<file path="config.mk">
export PLATFORM = sky130hd
export DESIGN_NAME = framed_packet_receiver_sum8
export DESIGN_NICKNAME = d
export VERILOG_FILES = /design/src/hdl/frs8_pkg.sv /design/src/hdl/framed_packet_receiver_sum8.sv /design/src/hdl/frs8_ctrl.sv /design/src/hdl/frs8_dp.sv
export SDC_FILE = /design/constraint.sdc
export NUM_CORES = 1
export LEC_CHECK = 0
export ABC_AREA = 1
export BUFFER_PORTS_ARGS = -buffer_cell sky130_fd_sc_hd__buf_2
export CAP_MARGIN = 10
export CORE_ASPECT_RATIO = 2
export CORE_MARGIN = 2
export CORE_UTILIZATION = 45
export DETAILED_ROUTE_END_ITERATION = 16
export GPL_ROUTABILITY_DRIVEN = 0
export GPL_TIMING_DRIVEN = 0
export PLACE_DENSITY_LB_ADDON = 0.1
export SLEW_MARGIN = 25
export SYNTH_ARGS = -nofsm -noshare
export SYNTH_HDL_FRONTEND = slang
export SYNTH_HIERARCHICAL = 1
export SYNTH_SLANG_ARGS = --single-unit
export TNS_END_PERCENT = 30
</file>
<file path="constraint.sdc">
create_clock -name clk -period 5.57 [get_ports clk]
set_input_delay 0.8355 -clock clk [delete_from_list [all_inputs] [get_ports clk]]
set_output_delay 0.8355 -clock clk [all_outputs]
set_load 0.05 [all_outputs]
</file>
<file path="src/hdl/frs8_pkg.sv">
// ----------------------------------------------------------------------------
// frs8_pkg
// Shared types and constants for the sum-8 framed packet receiver.
// ----------------------------------------------------------------------------
`default_nettype none

package frs8_pkg;

    // Default largest payload a frame may carry.
    localparam int MAX_PAYLOAD_DEF = 30;

    // Request kinds on the input channel.
    localparam logic REQ_BYTE    = 1'b0;
    localparam logic REQ_TIMEOUT = 1'b1;

    // Configuration register indexes and reset values.
    localparam logic       CFG_SYNC_FIRST  = 1'b0;
    localparam logic       CFG_SYNC_SECOND = 1'b1;
    localparam logic [7:0] SYNC_FIRST_RST  = 8'hAA;
    localparam logic [7:0] SYNC_SECOND_RST = 8'hAF;

    typedef struct packed {
        logic       req_type;
        logic [7:0] rx_byte;
    } in_item_t;

    typedef struct packed {
        logic [7:0] msg_id;
        logic [4:0] payload_len;
        logic [4:0] byte_index;
        logic [7:0] payload_byte;
        logic       last;
    } out_item_t;

    typedef enum logic [2:0] {
        ST_HUNT1,
        ST_HUNT2,
        ST_ID,
        ST_LEN,
        ST_DATA,
        ST_SUM,
        ST_EMIT
    } state_t;

    // Commands from the controller to the datapath.
    typedef struct packed {
        logic sum_load;
        logic sum_add;
        logic id_load;
        logic len_load;
        logic data_wr;
        logic emit_start;
        logic emit_issue;
    } cmd_t;

    // Status from the datapath to the controller.
    typedef struct packed {
        logic sync1_match;
        logic sync2_match;
        logic len_ok;
        logic len_zero;
        logic fill_last;
        logic sum_match;
        logic out_free;
        logic emit_last;
    } status_t;

endpackage

`default_nettype wire

</file>
<file path="src/hdl/framed_packet_receiver_sum8.sv">
// ----------------------------------------------------------------------------
// framed_packet_receiver_sum8
// Byte-serial receiver for sync/sync/id/length/payload/sum8 frames that
// replays each packet with a good checksum as one result per payload byte.
// ----------------------------------------------------------------------------
//  Channel  Direction  Handshake           Carries
//  in       input      in_valid/in_stall   one received byte or a timeout
//  out      output     out_valid/out_stall one payload byte of a good packet
//  cfg      input      cfg_we              sync_first / sync_second write
//
//  Every input request is taken without a stall while a frame is parsed.
//  A good checksum byte starts a replay of max(1, length) results, read one
//  at a time through the single read port of the payload store; in_stall is
//  high for that whole replay. A stalled output holds the replay in place.
//  Reset is asynchronous and active low and returns to hunting for sync.
// ----------------------------------------------------------------------------
`default_nettype none

module framed_packet_receiver_sum8
#(
    parameter int MAX_PAYLOAD = frs8_pkg::MAX_PAYLOAD_DEF
)
(
    input  wire logic                clk,
    input  wire logic                rst_n,
    input  wire logic                in_valid,
    output logic                     in_stall,
    input  wire frs8_pkg::in_item_t  in_data,
    output logic                     out_valid,
    input  wire logic                out_stall,
    output frs8_pkg::out_item_t      out_data,
    input  wire logic                cfg_we,
    input  wire logic                cfg_index,
    input  wire logic [7:0]          cfg_data
);
    import frs8_pkg::*;

    cmd_t    cmd;
    status_t status;
    state_t  state;

    frs8_ctrl u_ctrl
    (
        .clk      (clk),
        .rst_n    (rst_n),
        .in_valid (in_valid),
        .req_type (in_data.req_type),
        .status   (status),
        .in_stall (in_stall),
        .cmd      (cmd),
        .state    (state)
    );

    frs8_dp
    #(
        .MAX_PAYLOAD (MAX_PAYLOAD)
    )
    u_dp
    (
        .clk       (clk),
        .rst_n     (rst_n),
        .rx_byte   (in_data.rx_byte),
        .cmd       (cmd),
        .cfg_we    (cfg_we),
        .cfg_index (cfg_index),
        .cfg_data  (cfg_data),
        .out_stall (out_stall),
        .status    (status),
        .out_valid (out_valid),
        .out_data  (out_data)
    );

    // A timeout request always sends the parser back to hunting.
    a_timeout_hunt: assert property (@(posedge clk) disable iff (!rst_n)
        in_valid && !in_stall && (in_data.req_type == REQ_TIMEOUT)
        |=> state == ST_HUNT1)
        else $error("timeout did not return parser to sync hunt");

    // The final replayed result ends the replay.
    a_last_ends_emit: assert property (@(posedge clk) disable iff (!rst_n)
        cmd.emit_issue && status.emit_last |=> state == ST_HUNT1)
        else $error("replay continued past its last result");

    // A replay only starts from the checksum phase on a matching byte.
    a_emit_from_sum: assert property (@(posedge clk) disable iff (!rst_n)
        cmd.emit_start |-> (state == ST_SUM) && status.sum_match)
        else $error("replay started without a good checksum");

endmodule

`default_nettype wire

</file>
<file path="src/hdl/frs8_ctrl.sv">
// ----------------------------------------------------------------------------
// frs8_ctrl
// Frame parsing state machine; drives datapath commands and input stall.
// ----------------------------------------------------------------------------
`default_nettype none

module frs8_ctrl
(
    input  wire logic              clk,
    input  wire logic              rst_n,
    input  wire logic              in_valid,
    input  wire logic              req_type,
    input  wire frs8_pkg::status_t status,
    output logic                   in_stall,
    output frs8_pkg::cmd_t         cmd,
    output frs8_pkg::state_t       state
);
    import frs8_pkg::*;

    state_t state_reg;
    state_t state_next;
    logic   byte_acc;
    logic   tmo_acc;

    assign state = state_reg;

    always_ff @(posedge clk or negedge rst_n)
    begin
        if (!rst_n)
        begin
            state_reg <= ST_HUNT1;
        end
        else
        begin
            state_reg <= state_next;
        end
    end

    always_comb
    begin
        in_stall   = (state_reg == ST_EMIT);
        byte_acc   = in_valid && !in_stall && (req_type == REQ_BYTE);
        tmo_acc    = in_valid && !in_stall && (req_type == REQ_TIMEOUT);
        cmd        = '0;
        state_next = state_reg;

        case (state_reg)
            ST_HUNT1:
            begin
                if (byte_acc)
                begin
                    cmd.sum_load = 1'b1;
                    state_next   = status.sync1_match ? ST_HUNT2 : ST_HUNT1;
                end
            end
            ST_HUNT2:
            begin
                if (byte_acc)
                begin
                    cmd.sum_add = 1'b1;
                    state_next  = status.sync2_match ? ST_ID : ST_HUNT1;
                end
            end
            ST_ID:
            begin
                if (byte_acc)
                begin
                    cmd.sum_add = 1'b1;
                    cmd.id_load = 1'b1;
                    state_next  = ST_LEN;
                end
            end
            ST_LEN:
            begin
                if (byte_acc)
                begin
                    if (status.len_ok)
                    begin
                        cmd.sum_add  = 1'b1;
                        cmd.len_load = 1'b1;
                        state_next   = status.len_zero ? ST_SUM : ST_DATA;
                    end
                    else
                    begin
                        state_next = ST_HUNT1;
                    end
                end
            end
            ST_DATA:
            begin
                if (byte_acc)
                begin
                    cmd.sum_add = 1'b1;
                    cmd.data_wr = 1'b1;
                    if (status.fill_last)
                    begin
                        state_next = ST_SUM;
                    end
                end
            end
            ST_SUM:
            begin
                if (byte_acc)
                begin
                    if (status.sum_match)
                    begin
                        cmd.emit_start = 1'b1;
                        state_next     = ST_EMIT;
                    end
                    else
                    begin
                        state_next = ST_HUNT1;
                    end
                end
            end
            ST_EMIT:
            begin
                if (status.out_free)
                begin
                    cmd.emit_issue = 1'b1;
                    if (status.emit_last)
                    begin
                        state_next = ST_HUNT1;
                    end
                end
            end
            default:
            begin
                state_next = ST_HUNT1;
            end
        endcase

        // A timeout drops whatever frame is in progress.
        if (tmo_acc)
        begin
            state_next = ST_HUNT1;
        end
    end

endmodule

`default_nettype wire

</file>
<file path="src/hdl/frs8_dp.sv">
// ----------------------------------------------------------------------------
// frs8_dp
// Datapath: sync registers, running checksum, header fields, payload store
// and the output register that replays a good packet.
// ----------------------------------------------------------------------------
`default_nettype none

module frs8_dp
#(
    parameter int MAX_PAYLOAD = frs8_pkg::MAX_PAYLOAD_DEF
)
(
    input  wire logic               clk,
    input  wire logic               rst_n,
    input  wire logic [7:0]         rx_byte,
    input  wire frs8_pkg::cmd_t     cmd,
    input  wire logic               cfg_we,
    input  wire logic               cfg_index,
    input  wire logic [7:0]         cfg_data,
    input  wire logic               out_stall,
    output frs8_pkg::status_t       status,
    output logic                    out_valid,
    output frs8_pkg::out_item_t     out_data
);
    import frs8_pkg::*;

    localparam int LEN_W = $clog2(MAX_PAYLOAD + 1);
    localparam int IDX_W = (MAX_PAYLOAD > 1) ? $clog2(MAX_PAYLOAD) : 1;

    logic [7:0]       sync_first_reg;
    logic [7:0]       sync_second_reg;
    logic [7:0]       sum_reg;
    logic [7:0]       msg_id_reg;
    logic [LEN_W-1:0] held_len_reg;
    logic [LEN_W-1:0] fill_reg;
    logic [LEN_W-1:0] emit_k_reg;

    logic [7:0]       mem [MAX_PAYLOAD];
    logic [7:0]       rd_data_reg;

    logic             out_valid_reg;
    logic [7:0]       out_id_reg;
    logic [4:0]       out_len_reg;
    logic [4:0]       out_idx_reg;
    logic             out_last_reg;

    logic [LEN_W+4:0] len_ext;
    logic [LEN_W+4:0] k_ext;
    logic [LEN_W:0]   fill_inc;
    logic [LEN_W:0]   k_inc;

    assign len_ext  = {5'b0, held_len_reg};
    assign k_ext    = {5'b0, emit_k_reg};
    assign fill_inc = {1'b0, fill_reg} + 1'b1;
    assign k_inc    = {1'b0, emit_k_reg} + 1'b1;

    always_comb
    begin
        status.sync1_match = (rx_byte == sync_first_reg);
        status.sync2_match = (rx_byte == sync_second_reg);
        status.len_ok      = (rx_byte <= 8'(MAX_PAYLOAD));
        status.len_zero    = (rx_byte == 8'd0);
        status.fill_last   = (fill_inc >= {1'b0, held_len_reg});
        status.sum_match   = (rx_byte == sum_reg);
        status.out_free    = !out_valid_reg || !out_stall;
        status.emit_last   = (k_inc >= {1'b0, held_len_reg});
    end

    always_ff @(posedge clk or negedge rst_n)
    begin
        if (!rst_n)
        begin
            sync_first_reg  <= SYNC_FIRST_RST;
            sync_second_reg <= SYNC_SECOND_RST;
            sum_reg         <= '0;
            msg_id_reg      <= '0;
            held_len_reg    <= '0;
            fill_reg        <= '0;
            emit_k_reg      <= '0;
            out_valid_reg   <= 1'b0;
        end
        else
        begin
            if (cfg_we && (cfg_index == CFG_SYNC_FIRST))
            begin
                sync_first_reg <= cfg_data;
            end
            if (cfg_we && (cfg_index == CFG_SYNC_SECOND))
            begin
                sync_second_reg <= cfg_data;
            end

            if (cmd.sum_load)
            begin
                sum_reg <= rx_byte;
            end
            else if (cmd.sum_add)
            begin
                sum_reg <= sum_reg + rx_byte;
            end

            if (cmd.id_load)
            begin
                msg_id_reg <= rx_byte;
            end

            if (cmd.len_load)
            begin
                held_len_reg <= rx_byte[LEN_W-1:0];
                fill_reg     <= '0;
            end
            else if (cmd.data_wr)
            begin
                fill_reg <= fill_inc[LEN_W-1:0];
            end

            if (cmd.emit_start)
            begin
                emit_k_reg <= '0;
            end
            else if (cmd.emit_issue)
            begin
                emit_k_reg <= k_inc[LEN_W-1:0];
            end

            if (cmd.emit_issue)
            begin
                out_valid_reg <= 1'b1;
            end
            else if (!out_stall)
            begin
                out_valid_reg <= 1'b0;
            end
        end
    end

    // Payload store: written while filling, read once per replayed result.
    always_ff @(posedge clk)
    begin
        if (cmd.data_wr)
        begin
            mem[fill_reg[IDX_W-1:0]] <= rx_byte;
        end
    end

    // The read data register doubles as the payload field of the output stage.
    always_ff @(posedge clk)
    begin
        if (cmd.emit_issue)
        begin
            rd_data_reg  <= (held_len_reg == '0) ? 8'd0 : mem[emit_k_reg[IDX_W-1:0]];
            out_id_reg   <= msg_id_reg;
            out_len_reg  <= len_ext[4:0];
            out_idx_reg  <= k_ext[4:0];
            out_last_reg <= status.emit_last;
        end
    end

    assign out_valid             = out_valid_reg;
    assign out_data.msg_id       = out_id_reg;
    assign out_data.payload_len  = out_len_reg;
    assign out_data.byte_index   = out_idx_reg;
    assign out_data.payload_byte = rd_data_reg;
    assign out_data.last         = out_last_reg;

endmodule

`default_nettype wire

</file>
==> results of run 1 <==
-- metrics by stage --
stage	util	total power (uW)	hold slack, ns	cells
floorplan	-	2760	0.421	1290
global placement	0.481	2830	0.432	1709
global route	0.515	4980	0.367	1762
CTS	0.515	4860	0.341	1762
detailed placement	0.483	2840	0.430	1710
finish	0.515	4840	0.326	1762
-- layer usage --
metal  vias to the layer above  track usage  wire length [um]
met5                         -            0                 0
li1                       4526            -                 -
met1                      4689        0.260             13200
met3                       107       0.0284              1860
met2                       337        0.487             22400
met4                         0        0.151              2640
-- worst max-delay path by stage --
stage,slack (ns),end,cells after the start,from
final,2.29,u_dp/emit_k_reg[3]$_DFFE_PN0P_,12,in_data[7]
after global routing,2.11,u_dp/emit_k_reg[2]$_DFFE_PN0P_,12,in_data[7]
after CTS,2.26,u_dp/emit_k_reg[2]$_DFFE_PN0P_,12,in_data[7]
after detailed placement,1.70,u_dp/emit_k_reg[2]$_DFFE_PN0P_,12,in_data[7]
after global placement,1.45,u_dp/emit_k_reg[4]$_DFFE_PN0P_,8,out_stall
after floorplan,2.77,u_dp/emit_k_reg[3]$_DFFE_PN0P_,7,out_stall
-- cell type report --
cell class                      instances  area, um2
Sequential cell                       318       9310
Tap cell                              368        460
Buffer                                 61        317
Multi-Input combinational cell        822       3920
Inverter                               89        337
Fill cell                            2702      14700
Clock inverter                         10        146
Timing Repair Buffer                   52        285
Clock buffer                           42        835
-- synth_stat cells, drive strengths merged (4+ instances only) --
library cell	number	area, um2
nand2	404	1520
xor2	10	87.6
nand3	172	866
mux2	6	67.6
buf	40	238
clkbuf	21	78.8
a22oi	5	37.5
inv	88	333
xnor2	13	114
dfstp	10	263
a21oi	30	161
ha	22	275
o21ai	46	230
or2	4	25.0
nor2	84	323
dfrtp	41	1030
nand4	6	37.5
edfxtp	267	8020
o22ai	5	31.3
-- report_power, final --
| group | internal, uW | switching (uW) |
|---|---|---|
| Combinational | 52.5 | 114 |
| Clock | 1180 | 872 |
| Sequential | 2600 | 15.4 |
| Total | 3840 | 1000 |
-- cell usage in the layout, fill, tap and decap left out, types with 7 or more instances in the layout --
cell / count
clkbuf_16: 29
buf_4: 12
xnor2_1: 13
nor2_2: 7
dfrtp_1: 41
dfstp_2: 10
a21oi_1: 29
nand2_1: 401
xor2_1: 10
o21ai_0: 46
inv_1: 83
nand3_1: 171
clkbuf_1: 28
ha_1: 22
edfxtp_1: 267
nor2_1: 75
buf_2: 75
-- cells by family (layout without fill, tap and decap cells) --
| kind of cell | Yosys count | in the layout |
|---|---|---|
| XOR/XNOR | 23 | 23 |
| flip-flops | 318 | 318 |
| adder cells (fa/ha/maj) | 23 | 23 |
| AND/OR/NAND/NOR | 676 | 676 |
| AO/OA/AOI/OAI | 94 | 94 |
| buffers and inverters | 150 | 254 |
| multiplexers | 6 | 6 |
==> out/results.ini, run 1 <==
[outcome]
outcome = finished, final reports clean

[worst_setup_path]
cp-end-kind = flop
arrival_ns = 3.68
cp-start-kind = input port
critPathRequiredTime_ns = 5.97
timing.rr.end = u_dp/mem[9][0]$_DFFE_PP_
ff2ff_path_depth = 7
path_buf_inv = 4
worst_path_largest_cell_delay_ns = 0.60
critical_path_class = input port to flop
cp_cell_sequence = buf_2 -> clkbuf_1 -> xnor2_1 -> nand4_1 -> nor4_1 -> nand2_1 -> inv_1 -> nand2_1 -> nor2_1 -> nor2_1 -> inv_1 -> o22ai_1
r2r_slack_ns = 2.66
critPathSlowestCell = buf_2
regToRegStartpoint = u_ctrl/state[0]$_DFFE_PN0P_
crit_family = buffers and inverters
crit_fanout = 31

[floorplanning]
die_h_um = 252
rows = 90
dieWidth_um = 128
ios = 52
core_mm2 = 0.0303
start_util = 0.457
die_area_mm2 = 0.0323

[clock_network]
clock_latency_ns = 0.56
clk_pin_slew_ns = 0.07
hold_buffers = 0
cts_setup_buffers = 0
h-tree-depth = 1
numCtsBuffers = 28
clk_path_buf_depth = 3
cts_tree = done
clkSinkCount = 318
cts_resized = 0
root_buffer = clkbuf_16

[detailed_routing]
wl_per_cell_um = 22.7
ant_nets = 0
via_count = 9659
drt-pass1-iter-count = 7
first_iter_violations = 750
drcViolationCount = 0
routed_wl_um = 40100
vias_per_cell = 5.48

[placed_design]
dp_worst_setup_slack_ns = 1.70
place_area_mm2 = 0.0146
dpl.hpwl_um = 28500
port_buffers = 51

[yosys]
synth_edf_count = 267
ys_seq_elements = 318
ys_seq_area_frac = 0.672
ys_async_sr_fraction = 0.160
yosys.area_share.xor_xnor = 0.0145
yosys.area_share.adder = 0.0213
synthCells = 1290
synth_top_family_by_area = simple AND/OR/NAND/NOR gates
synthMuxAreaShare = 0.00488
syn-mean-instance-area_um2 = 10.7
synth_compound_area_frac = 0.0376
netlist_area_mm2 = 0.0139
yosys_most_used_dff = edfxtp_1
synthDistinctLibCells = 40
syn_nets = 1336
synthSimpleGateAreaFrac = 0.203
ys.warnings.count = 6

[sta]
layout_min_cycle_time_ns = 3.28
slew-limit-headroom = 0.279
fmax_ghz = 0.305
setup_violations = 0
fin_ws_ns = 2.29
rsz0062_at_grt = no
finalSetupTns_ns = 0
clock_skew_ns = 0.0187
tightest_slew_ns = 1.08
hold_viol_final = 0
slew_violations = 0
fin_crit_sh = 0.589

[layout]
final_area_mm2 = 0.0156
antennaDiodeCount = 0
largest_register_ffs = 240
drive_above_1_share = 0.123
finalNetCount = 1418
areaGrowthSynthToFinish_pct = 12.6

[grt]
grt-ovfl-total = 0
grt_antenna_before_repair = 0
grt_max_degree = 52
grt_usage = 0.255
grt_pass1_wl_um = 59500
grt_pass1_vias = 9655

[worst_hold_path]
hp-class = input port to async pin

[power_and_ir_drop]
cellPowerDensity_mw_per_mm2 = 310
ir_drop_mv = 0.298
p_leak_uw = 0.00623

[run]
drv_cap = 0

Power figures use the tool's default switching activity.
==> inputs of run 2 (changes only) <==
Settings changed: ABC_AREA 1 to 0.
Clock period 5.57 ns to 3.2 ns, I/O delays scaled along.
==> run 2 against run 1 <==
  * Synthesized cell count is 40% lower
  * Highest routed layer unchanged
  * Via count is 27% lower
  * Sequential cell count stayed put
==> out/results.ini, run 2 <==
[outcome]
outcome = finished, final reports clean

[sta]
setup_violations = 0  ; unchanged
slew-limit-headroom = 0.320  ; +0.0414
slew_violations = 0  ; unchanged
fin_ws_ns = 0.122  ; -2.17 ns
rsz0062_at_grt = no
fin_crit_sh = 0.962
hold_viol_final = 0  ; unchanged
clock_skew_ns = 0.0142  ; -0.00450 ns
fmax_ghz = 0.325
tightest_slew_ns = 1.02  ; -0.0619 ns
layout_min_cycle_time_ns = 3.08
whs_ns = 0.185  ; -0.142 ns

[grt]
busiest_layer = met2
use_met1 = 0.212  ; -0.0488
grt_pass1_vias = 7528  ; -22%
use_met3 = 0.0232  ; -0.00517
grt_pass1_wl_um = 46900  ; -21%
grt_max_degree = 52  ; unchanged
grt_antenna_before_repair = 0  ; unchanged
grt_usage = 0.205  ; -0.0495
met2_usage = 0.400  ; -0.0866
grt-ovfl-total = 0  ; unchanged

[yosys]
ys_top_cells_by_count = 267 x edfxtp_1, 56 x nor2_1, 52 x mux4_2
synth_area_leaders = edfxtp_1 60%, mux4_2 8.7%, dfrtp_1 7.6%
netlist_area_mm2 = 0.0134  ; -3.1%
synthCells = 779  ; -40%
ys_seq_elements = 318  ; unchanged
syn-mean-instance-area_um2 = 17.2  ; +60%
synth_edf_count = 267  ; unchanged
ys.warnings.count = 6  ; unchanged
synthDistinctLibCells = 54  ; +35%
synth_largest_area_cell = edfxtp_1
syn_nets = 825  ; -38%
yosys_most_used_dff = edfxtp_1
ys_seq_area_frac = 0.693  ; +0.0214
synth_top_area_frac = 0.597  ; +0.0184
ys_async_sr_fraction = 0.160  ; unchanged
synth.most_common_cell = edfxtp_1

[worst_setup_path]
critPathRequiredTime_ns = 3.64  ; -2.33 ns
cp-end-kind = flop
cp-start-kind = flop
regToRegStartpoint = u_dp/emit_k_reg[2]$_DFFE_PN0P_
r2r_slack_ns = 0.12  ; -2.54 ns
timing.rr.end = u_ctrl/state[1]$_DFFE_PN0P_
cp_cell_sequence = buf_4 -> buf_4 -> clkbuf_4 -> xor2_1 -> ha_1 -> a21oi_1 -> nor2b_1 -> o21ai_0 -> nand2_1 -> a211oi_1 -> a211o_4 -> mux2_4
worst_path_largest_cell_delay_ns = 0.47  ; -0.13 ns
ff2ff_path_depth = 12  ; +5
critical_path_class = flop to flop
crit_top_cell = buf_4
critPathSlowestCell = dfrtp_2
arrival_ns = 3.52  ; -0.16 ns
crit_fanout = 10  ; -68%

[layout]
antennaDiodeCount = 0  ; unchanged
layout_common_cells = 267 x edfxtp_1, 56 x nor2_1, 54 x buf_2
drive_above_1_share = 0.258  ; +0.134
finalNetCount = 905  ; -36%
stdcell_count = 1241  ; -30%
largest_register_ffs = 240  ; unchanged
final_common_cell = edfxtp_1
areaGrowthSynthToFinish_pct = 12.1

[detailed_routing]
ant_nets = 0  ; unchanged
vias_per_cell = 5.69  ; +3.7%
drt-pass1-iter-count = 5  ; -2
first_iter_violations = 451  ; -40%
routed_wl_um = 31600  ; -21%
via_count = 7056  ; -27%
drcViolationCount = 0  ; unchanged
wl_per_cell_um = 25.5  ; +12%

[placed_design]
dpl.hpwl_um = 22000  ; -23%
port_buffers = 51  ; unchanged
dp_worst_setup_slack_ns = -0.582  ; -2.29 ns
dp_cells = 1196  ; -30%

[clock_network]
clock_latency_ns = 0.55  ; about the same
numCtsBuffers = 27  ; -3.6%
clk_path_buf_depth = 3  ; unchanged
clk_pin_slew_ns = 0.07  ; about the same
h-tree-depth = 1  ; unchanged
cts_tree = done
clkSinkCount = 318  ; unchanged
root_buffer = clkbuf_16

[floorplanning]
die_area_mm2 = 0.0313  ; -3.0%
ios = 52  ; unchanged
rows = 89  ; -1.1%
start_util = 0.457  ; -0.000656
dieWidth_um = 126  ; -1.5%
die_h_um = 248  ; -1.5%
core_mm2 = 0.0294  ; -2.9%

[power_and_ir_drop]
ir_drop_mv = 0.479  ; +61%
cellPowerDensity_mw_per_mm2 = 536  ; +73%
finalPower_uw = 8060  ; +67%
p_leak_uw = 0.00509  ; -18%

[worst_hold_path]
min_from = out_stall
hp-class = input port to flop
hold_path_end = u_dp/out_valid$_DFFE_PN0P_
holdPathStages = 3

[run]
drv_cap = 0  ; unchanged

==> run 2: cell types whose count changed after synthesis, moves of 10 or more <==
cell and delta:
buf_2 -15, inv_1 -69, mux2_2 +22, mux2i_1 +28, mux4_2 +52, nand2_1 -374, nand3_1 -162, nor2_1 -27
nor3_1 +12, o21ai_0 -30, xnor2_1 +10
==> run 2: worst max path at each step <==
stage | from | end | slack [ns]
after global placement | u_dp/emit_k_reg[2]$_DFFE_PN0P_ | u_ctrl/state[2]$_DFFE_PN0P_ | -0.53
after floorplan | u_dp/emit_k_reg[0]$_DFFE_PN0P_ | u_ctrl/state[0]$_DFFE_PN0P_ | 0.34
after global routing | u_dp/emit_k_reg[1]$_DFFE_PN0P_ | u_ctrl/state[1]$_DFFE_PN0P_ | 0.009
after CTS | u_dp/emit_k_reg[1]$_DFFE_PN0P_ | u_ctrl/state[1]$_DFFE_PN0P_ | 0.02
after detailed placement | u_dp/emit_k_reg[2]$_DFFE_PN0P_ | u_ctrl/state[1]$_DFFE_PN0P_ | -0.58
final | u_dp/emit_k_reg[2]$_DFFE_PN0P_ | u_ctrl/state[1]$_DFFE_PN0P_ | 0.12
==> run 2: layer usage <==
| metal | vias up | wire length (um) | part of all wire |
|---|---|---|---|
| met1 | 3651 | 10900 | 0.34 |
| li1 | 3162 | - | - |
| met3 | 79 | 989 | 0.031 |
| met2 | 164 | 18100 | 0.57 |
| met4 | 0 | 1650 | 0.052 |
| met5 | - | 0 | 0 |
==> run 2: where the power goes <==
group	leakage (uW)	total, uW	internal (uW)	switching [uW]
combinational	0.00168	317	127	190
sequential	0.00300	4590	4550	38.5
clock	0.000406	3160	1700	1460
==> run 2: stage by stage <==
stage	utilization	area, um2	setup TNS, ns
6_report	0.512	15100	0
5_1_grt	0.512	15100	0
4_1_cts	0.512	15000	0
3_5_place_dp	0.483	14200	-3.06
3_3_place_gp	0.481	14100	-11.66
2_1_floorplan	-	13400	0
==> run 2: logic make-up after synthesis <==
logic type               synth area share
AND/OR/NAND/NOR                    0.0540
flip-flops                          0.693
buffers and inverters              0.0239
adder cells (fa/ha/maj)            0.0220
XOR/XNOR                           0.0228
AO/OA/AOI/OAI                      0.0317
multiplexers                        0.153
==> run 2: critical path: cells and delay by family, from the launching register on <==
kind	cells	cell delay (ns)
buffers and inverters	3	0.81
and+or+nand+nor	2	0.17
AOI/OAI and AO/OA	4	0.77
adders and majority gates	1	0.24
xor gates and xnor gates	1	0.17
DFF	1	0.47
muxes	1	0.30
==> run 2: area by class of cell <==
class,instances,area [um2]
fill,2471,14300
inverter,19,71.3
buffer,40,256
sequential,318,9310
tap,364,455
multi-input combinational,398,3850
timing repair buffer,55,290
clock buffer,28,679
clock inverter,19,149
==> run 2: repair_timing <==
| action | CTS | global route |
|---|---|---|
| setup endpoints to repair | 3 | 4 |
| gates resized for setup | 5 | 4 |
| endpoints found under the hold margin | 37 | 0 |
| buffers inserted | 1 | 0 |
| hold buffers | 1 | 0 |
